--- config.mk ---
export PLATFORM = sky130hd
export DESIGN_NAME = peer_record_table_update
export DESIGN_NICKNAME = d
export VERILOG_FILES = /design/src/rtl/core/prtu_pkg.sv /design/src/rtl/core/prtu_ctrl.sv /design/src/rtl/core/prtu_dp.sv /design/src/rtl/core/peer_record_table_update.sv
export SDC_FILE = /design/constraint.sdc
export NUM_CORES = 1
export LEC_CHECK = 0
export ABC_AREA = 1
export BUFFER_PORTS_ARGS = -buffer_cell sky130_fd_sc_hd__buf_2
export CAP_MARGIN = 20
export CORE_MARGIN = 3
export CORE_UTILIZATION = 24
export CTS_CLUSTER_SIZE = 16
export DETAILED_ROUTE_END_ITERATION = 16
export GPL_TIMING_DRIVEN = 1
export PLACE_DENSITY = 0.49
export SYNTH_ARGS = -nofsm -noshare
export SYNTH_HDL_FRONTEND = slang
export SYNTH_SLANG_ARGS = --single-unit
--- constraint.sdc ---
create_clock -name clk -period 4.3 [get_ports clk]
set_input_delay 0.215 -clock clk [delete_from_list [all_inputs] [get_ports clk]]
set_output_delay 0.215 -clock clk [all_outputs]
set_load 0.02 [all_outputs]
--- src/rtl/core/prtu_pkg.sv ---
package prtu_pkg;

  localparam logic [7:0]  DEAD_SCORE  = 8'd255;
  localparam logic [6:0]  SCORE_SCALE = 7'd100;
  // digits that follow the leading one in the weight accumulation
  localparam logic [2:0]  TAIL_DIGITS = 3'd4;

  localparam int IN_DATA_W  = 64;
  localparam int OUT_DATA_W = 64;

  typedef struct packed {
    logic load;    // latch the accepted request
    logic step;    // advance search and weight accumulation
    logic commit;  // write the record and load the result register
  } prtu_cmd_t;

  typedef struct packed {
    logic work_done;
    logic out_free;
  } prtu_stat_t;

endpackage

--- src/rtl/core/prtu_ctrl.sv ---
module prtu_ctrl (
  input  logic                  clk,
  input  logic                  rst_n,
  input  logic                  in_tvalid,
  output logic                  in_tready,
  input  prtu_pkg::prtu_stat_t  stat,
  output prtu_pkg::prtu_cmd_t   cmd
);

  typedef enum logic [0:0] {
    S_IDLE,
    S_WORK
  } state_t;

  state_t state_r;
  state_t state_nxt;

  always_comb begin
    state_nxt  = state_r;
    in_tready  = 1'b0;
    cmd        = '0;
    case (state_r)
      S_IDLE: begin
        in_tready = 1'b1;
        if (in_tvalid) begin
          cmd.load  = 1'b1;
          state_nxt = S_WORK;
        end
      end
      S_WORK: begin
        cmd.step = 1'b1;
        // hold until the work is done and the result register can take the outcome
        if (stat.work_done && stat.out_free) begin
          cmd.commit = 1'b1;
          state_nxt  = S_IDLE;
        end
      end
      default: state_nxt = S_IDLE;
    endcase
  end

  always_ff @(posedge clk) begin
    if (!rst_n) begin
      state_r <= S_IDLE;
    end else begin
      state_r <= state_nxt;
    end
  end

endmodule

--- src/rtl/core/prtu_dp.sv ---
module prtu_dp #(
  parameter int TABLE_SIZE = 16
) (
  input  logic                                clk,
  input  logic                                rst_n,
  input  logic [prtu_pkg::IN_DATA_W-1:0]      in_tdata,
  input  prtu_pkg::prtu_cmd_t                 cmd,
  output prtu_pkg::prtu_stat_t                stat,
  output logic                                out_tvalid,
  input  logic                                out_tready,
  output logic [prtu_pkg::OUT_DATA_W-1:0]     out_tdata,
  output logic                                out_tuser
);

  localparam int IDX_W = (TABLE_SIZE > 1) ? $clog2(TABLE_SIZE) : 1;
  localparam int CNT_W = $clog2(TABLE_SIZE + 1);

  // request fields
  logic [7:0]       id_r;
  logic [7:0]       score_low;
  logic [7:0]       score_high;
  logic             dead_r;
  logic [31:0]      digits_r;
  logic [2:0]       dig_left_r;
  logic [15:0]      weight_r;
  logic [15:0]      score_r;

  // table state
  logic [7:0]       id_mem [TABLE_SIZE];
  logic [CNT_W-1:0] count_r;
  logic [15:0]      msg_r;

  // search pipeline
  logic [CNT_W-1:0] iss_r;
  logic             cmp_valid_r;
  logic [IDX_W-1:0] cmp_idx_r;
  logic [7:0]       rd_id_r;
  logic             found_r;
  logic [IDX_W-1:0] found_idx_r;
  logic             srch_done_r;

  logic             hit;
  logic             issue;
  logic             has_room;
  logic [IDX_W-1:0] wr_idx;
  logic [CNT_W-1:0] count_nxt;
  logic [8:0]       slot_ext;
  logic [8:0]       count_ext;
  logic             out_valid_r;

  logic [58:0]      res_nxt;
  logic [58:0]      res_r;
  logic             ign_r;

  assign score_low  = in_tdata[63:56];
  assign score_high = in_tdata[55:48];

  assign hit      = cmp_valid_r && (rd_id_r == id_r);
  assign issue    = cmd.step && !srch_done_r && !hit && (iss_r < count_r);
  assign has_room = count_r < CNT_W'(TABLE_SIZE);

  always_comb begin
    if (found_r) begin
      wr_idx = found_idx_r;
    end else if (has_room) begin
      wr_idx = count_r[IDX_W-1:0];
    end else begin
      wr_idx = IDX_W'(TABLE_SIZE - 1);
    end
    count_nxt = count_r;
    if (!dead_r && !found_r && has_room) begin
      count_nxt = count_r + CNT_W'(1);
    end
  end

  assign slot_ext  = 9'(wr_idx);
  assign count_ext = 9'(count_nxt);

  always_comb begin
    res_nxt = '0;
    res_nxt[10:6] = count_ext[4:0];
    if (dead_r) begin
      res_nxt[26:11] = msg_r;
    end else begin
      res_nxt[3:0]   = slot_ext[3:0];
      res_nxt[4]     = !found_r;
      res_nxt[5]     = !found_r && !has_room;
      res_nxt[26:11] = msg_r + 16'd1;
      res_nxt[42:27] = weight_r;
      res_nxt[58:43] = score_r;
    end
  end

  // id store: one read port for the scan, one write port for the update
  always_ff @(posedge clk) begin
    if (issue) begin
      rd_id_r <= id_mem[iss_r[IDX_W-1:0]];
    end
    if (cmd.commit && !dead_r) begin
      id_mem[wr_idx] <= id_r;
    end
  end

  always_ff @(posedge clk) begin
    if (cmd.load) begin
      id_r       <= in_tdata[7:0];
      dead_r     <= (score_low == prtu_pkg::DEAD_SCORE);
      weight_r   <= 16'(in_tdata[15:8]);
      digits_r   <= in_tdata[47:16];
      dig_left_r <= prtu_pkg::TAIL_DIGITS;
      score_r    <= 16'(score_high) * 16'(prtu_pkg::SCORE_SCALE) + 16'(score_low);
    end else if (cmd.step && dig_left_r != 3'd0) begin
      // Horner step: weight = weight * 10 + next digit
      weight_r   <= (weight_r << 3) + (weight_r << 1) + 16'(digits_r[7:0]);
      digits_r   <= {8'd0, digits_r[31:8]};
      dig_left_r <= dig_left_r - 3'd1;
    end
    if (issue) begin
      cmp_idx_r <= iss_r[IDX_W-1:0];
    end
    if (cmd.step && !srch_done_r && hit) begin
      found_idx_r <= cmp_idx_r;
    end
    if (cmd.commit) begin
      res_r <= res_nxt;
      ign_r <= dead_r;
    end
  end

  always_ff @(posedge clk) begin
    if (!rst_n) begin
      count_r     <= '0;
      msg_r       <= '0;
      iss_r       <= '0;
      cmp_valid_r <= 1'b0;
      found_r     <= 1'b0;
      srch_done_r <= 1'b1;
      out_valid_r <= 1'b0;
    end else begin
      if (cmd.load) begin
        iss_r       <= '0;
        cmp_valid_r <= 1'b0;
        found_r     <= 1'b0;
        srch_done_r <= (score_low == prtu_pkg::DEAD_SCORE);
      end else if (cmd.step && !srch_done_r) begin
        if (hit) begin
          found_r     <= 1'b1;
          srch_done_r <= 1'b1;
          cmp_valid_r <= 1'b0;
        end else if (iss_r < count_r) begin
          iss_r       <= iss_r + CNT_W'(1);
          cmp_valid_r <= 1'b1;
        end else begin
          srch_done_r <= 1'b1;
          cmp_valid_r <= 1'b0;
        end
      end
      if (cmd.commit) begin
        count_r     <= count_nxt;
        msg_r       <= res_nxt[26:11];
        out_valid_r <= 1'b1;
      end else if (out_tready) begin
        out_valid_r <= 1'b0;
      end
    end
  end

  assign stat.work_done = srch_done_r && (dig_left_r == 3'd0);
  assign stat.out_free  = !out_valid_r || out_tready;

  assign out_tvalid = out_valid_r;
  assign out_tuser  = ign_r;
  assign out_tdata  = {5'd0, res_r};

endmodule

--- src/rtl/core/peer_record_table_update.sv ---
// Channel  Direction  Ports                      Contents
// in_      slave      tvalid tready tdata[63:0]  one received peer message
// out_     master     tvalid tready tdata[63:0]  update outcome for that message
//                     tuser[0]                   ignored (dead sender)
//
// The result register loads once the id scan and the weight accumulation are done
// and the output is free; the next request is taken the cycle after that commit.
// The id scan reads one stored id per cycle from a table with separate read and
// write ports, gets each id the cycle after its address, and stops at the first
// match or the fill count. The weight is accumulated one digit per cycle.
// A waiting result does not block the next request; only its commit waits.
// Reset empties the table by clearing the fill count; no clearing pass runs.
module peer_record_table_update #(
  parameter int TABLE_SIZE = 16
) (
  input  logic        clk,
  input  logic        rst_n,
  input  logic        in_tvalid,
  output logic        in_tready,
  // sender_id, digit_ten_thousands, digit_thousands, digit_hundreds,
  // digit_tens, digit_units, score_high, score_low (8 bits each)
  input  logic [63:0] in_tdata,
  output logic        out_tvalid,
  input  logic        out_tready,
  // slot[3:0], is_new[4], evicted[5], entry_count[10:6], message_total[26:11],
  // stored_weight[42:27], stored_score[58:43], zero fill[63:59]
  output logic [63:0] out_tdata,
  // ignored[0]
  output logic        out_tuser
);

  prtu_pkg::prtu_cmd_t  cmd;
  prtu_pkg::prtu_stat_t stat;

  prtu_ctrl u_ctrl (
    .clk       (clk),
    .rst_n     (rst_n),
    .in_tvalid (in_tvalid),
    .in_tready (in_tready),
    .stat      (stat),
    .cmd       (cmd)
  );

  prtu_dp #(
    .TABLE_SIZE (TABLE_SIZE)
  ) u_dp (
    .clk        (clk),
    .rst_n      (rst_n),
    .in_tdata   (in_tdata),
    .cmd        (cmd),
    .stat       (stat),
    .out_tvalid (out_tvalid),
    .out_tready (out_tready),
    .out_tdata  (out_tdata),
    .out_tuser  (out_tuser)
  );

endmodule
==> results.toml <==
[outcome]
outcome = "completed"

[final_layout]
post-route-util_pct = 29.9
area_delta_synth_final_pct = 22.4
drive_gt1_share_pct = 13.9
final_area_sq_um = 17700
nets = 1733
final_cells = 2388

[floorplan]
core-area_sq_um = 59400
die_w_um = 252
dieArea_sq_um = 63400
ioPinCount = 135
start_util_pct = 24.4
die_h_um = 252
num_rows = 89

[sta]
whs_ps = 106
drv_slew = 0
postLayoutSetupSlackWorst_ps = 1650
finalCritPeriodShare_pct = 61.6
max_freq_mhz = 378
clock_skew_ps = 38.1
rsz0062_at_grt = "false"
tns_ps = 0
setup-violations-final = 0
finalHoldViolations = 0
min_period_ps = 2650
relSlewSlack_pct = 27.1
tightest_slew_ps = 1090

[placed_design]
place_ws_ps = 1120
placedCellCount = 2268
place_area_sq_um = 16000
place_hpwl_mm = 25.0
gp_congestion = 0.839
io_buffer_count = 129

[worst_setup_path]
critPathTopFamily = "simple AND/OR/NAND/NOR gates"
critPathBufInv = 1
slowest_delay_ps = 800
r2r_slack_ps = 1650
crit_type = "register to register"
cp_max_fo = 8
cpMaxStageDelayCell = "nor2_1"
endpoint_kind = "register"
crit_chain = "inv_1 > ha_1 > nand2_1 > nor2_1 > nand3_1 > nor2_1 > nand3_1 > nor2_1"
cp-start-kind = "register"
arrival_ps = 2780
crit_path_frequent_cell = "nor2_1"
worstPathRequired_ps = 4430

[synthesis]
syn_area_sq_um = 14500
ys_types = 42
synth_seq_area_share_pct = 61.5
yosys_warnings = 0
synth_flop_cell = "edfxtp_1"
syn_avg_cell_area_sq_um = 10.4
synthArstFlopShare_pct = 0
synth_edf_count = 269
synth_cells = 1396
synth.ff_latch_count = 311

[routing]
ant_nets = 0
vias = 10341
drt_first_iter_violations = 608
wl_per_cell_um = 15.5
vias_per_cell = 4.33
drt_pass1_iterations = 5
drc = 0
routed_wl_mm = 36.9

[global_route]
grt-ovfl-total = 0
grt_first_pass_wirelength_mm = 57.6
track_usage_pct = 11.6
grt_pass1_vias = 10315
antenna_found_initial = 1
grt_max_degree = 70

[power]
p_switching_mw = 2.65
p_seq_share_pct = 42.1
clkPwrFrac_pct = 35.0
p_int_mw = 6.12
fin_total_pwr_mw = 8.77
vdd_drop_max_mv = 0.299
p_leak_nw = 7.31
combPwrFrac_pct = 22.9
netSwitchingFraction_pct = 30.2
power-per-cell-area_nw_per_um2 = 494

[cts]
postCtsSetupBuffers = 0
cts_buffers = 37
clock_path_buffers = 3
cts_root_buf = "clkbuf_16"
h-tree-depth = 2
path_clk_slew_ps = 70
cts_tree = "yes"
clock_sinks = 311
cts_hold_buf = 55
cts_resized = 0
clkLatencyLatePin_ps = 540

[worst_hold_path]
hold_path.class = "input port to register"

[run]
drv_cap = 0
==> tightest hold or removal path, delay by kind of cell <==
kind	cells	cell delay [ps]
and+or+nand+nor	2	140
buffers and inverters	1	110
==> placed cells by master, fill, tap and decap left out, types with 41 or more instances in the layout <==
| master | n |
|---|---|
| ha_1 | 65 |
| buf_2 | 129 |
| o21ai_0 | 81 |
| nand2_1 | 301 |
| dlygate4sd3_1 | 55 |
| inv_1 | 160 |
| nand3_1 | 63 |
| nor2_1 | 182 |
| dfxtp_1 | 41 |
| clkbuf_16 | 41 |
| edfxtp_1 | 269 |
==> cell type report <==
cell class / instances / area, sq um
diodes: 1 / 2.50
clock buffers: 48 / 1060
clock inverters: 15 / 125
fillers: 6155 / 41600
inverters: 170 / 638
multi-input cells: 875 / 4740
flip-flops and latches: 311 / 8920
well taps: 773 / 967
repair buffers: 195 / 1280
==> kinds of logic (layout without fill, tap and decap cells) <==
| family | count (synthesis) | after routing | share of synthesized area, % |
|---|---|---|---|
| XOR/XNOR | 30 | 30 | 1.81 |
| flip-flops | 311 | 311 | 61.5 |
| buffers and inverters | 214 | 428 | 5.90 |
| AO/OA/AOI/OAI | 176 | 176 | 6.88 |
| other | 1 | 6 | 0.0259 |
| AND/OR/NAND/NOR | 589 | 589 | 16.9 |
| adder cells (fa/ha/maj) | 75 | 75 | 6.99 |
==> routing by layer <==
metal  up-vias  track usage [%]  share of wire [%]
met4         0             3.50                2.3
met5         -                0                  0
li1       5076                -                  -
met2       223             19.3                 47
met1      4984             14.6                 44
met3        58             3.35                6.2
==> cells in the mapped netlist, drive strengths merged (2+ instances only) <==
cell / n / area, sq um
dfxtp: 42 / 841
o221ai: 10 / 87.6
a21oi: 29 / 145
o21ai: 90 / 450
xor2: 16 / 140
nand2: 310 / 1190
nor3: 6 / 41.3
clkinv: 3 / 11.3
fa: 10 / 200
o21bai: 2 / 15.0
edfxtp: 269 / 8080
clkbuf: 18 / 67.6
and2: 4 / 25.0
nand3b: 3 / 22.5
a22o: 2 / 17.5
ha: 65 / 813
inv: 167 / 627
nand4: 8 / 50.1
buf: 26 / 150
nor2: 189 / 742
o22ai: 32 / 200
xnor2: 14 / 123
o211ai: 6 / 45.0
nand3: 68 / 365
==> sequential cells by signal (all words and copies together) (netlist names), 3 cells and up <==
register and count:
u_dp.cmp_idx_r 4, u_dp.count_r 5, u_dp.dig_left_r 3, u_dp.digits_r 32
u_dp.found_idx_r 4, u_dp.id_mem 128, u_dp.id_r 8, u_dp.iss_r 5
u_dp.msg_r 16, u_dp.rd_id_r 8, u_dp.res_r 59, u_dp.score_r 16
u_dp.weight_r 16
==> final timing paths <==
check / to / start / cells past startpoint
worst max-delay path: u_dp.id_mem[7][2]$_DFFE_PP_ / u_dp.dig_left_r[0]$_SDFFE_PP0P_ / 8
worst min-delay path: u_dp.dead_r$_DFFE_PP_ / in_tdata[59] / 3
worst max register to register: u_dp.id_mem[7][2]$_DFFE_PP_ / u_dp.dig_left_r[0]$_SDFFE_PP0P_ / 8
worst min register to register: u_dp.found_idx_r[3]$_DFFE_PP_ / u_dp.cmp_idx_r[3]$_DFFE_PP_ / 0
==> power groups by stage <==
stage	clock, mW	combinational (mW)	sequential (mW)
4_1_cts	3.19	2.02	3.70
5_1_grt	3.31	2.32	3.72
3_3_place_gp	0	1.95	3.76
2_1_floorplan	0	1.47	3.73
6_report	3.07	2.01	3.69
3_5_place_dp	0	1.96	3.76
Note: power is estimated with default switching activity, not from simulation.
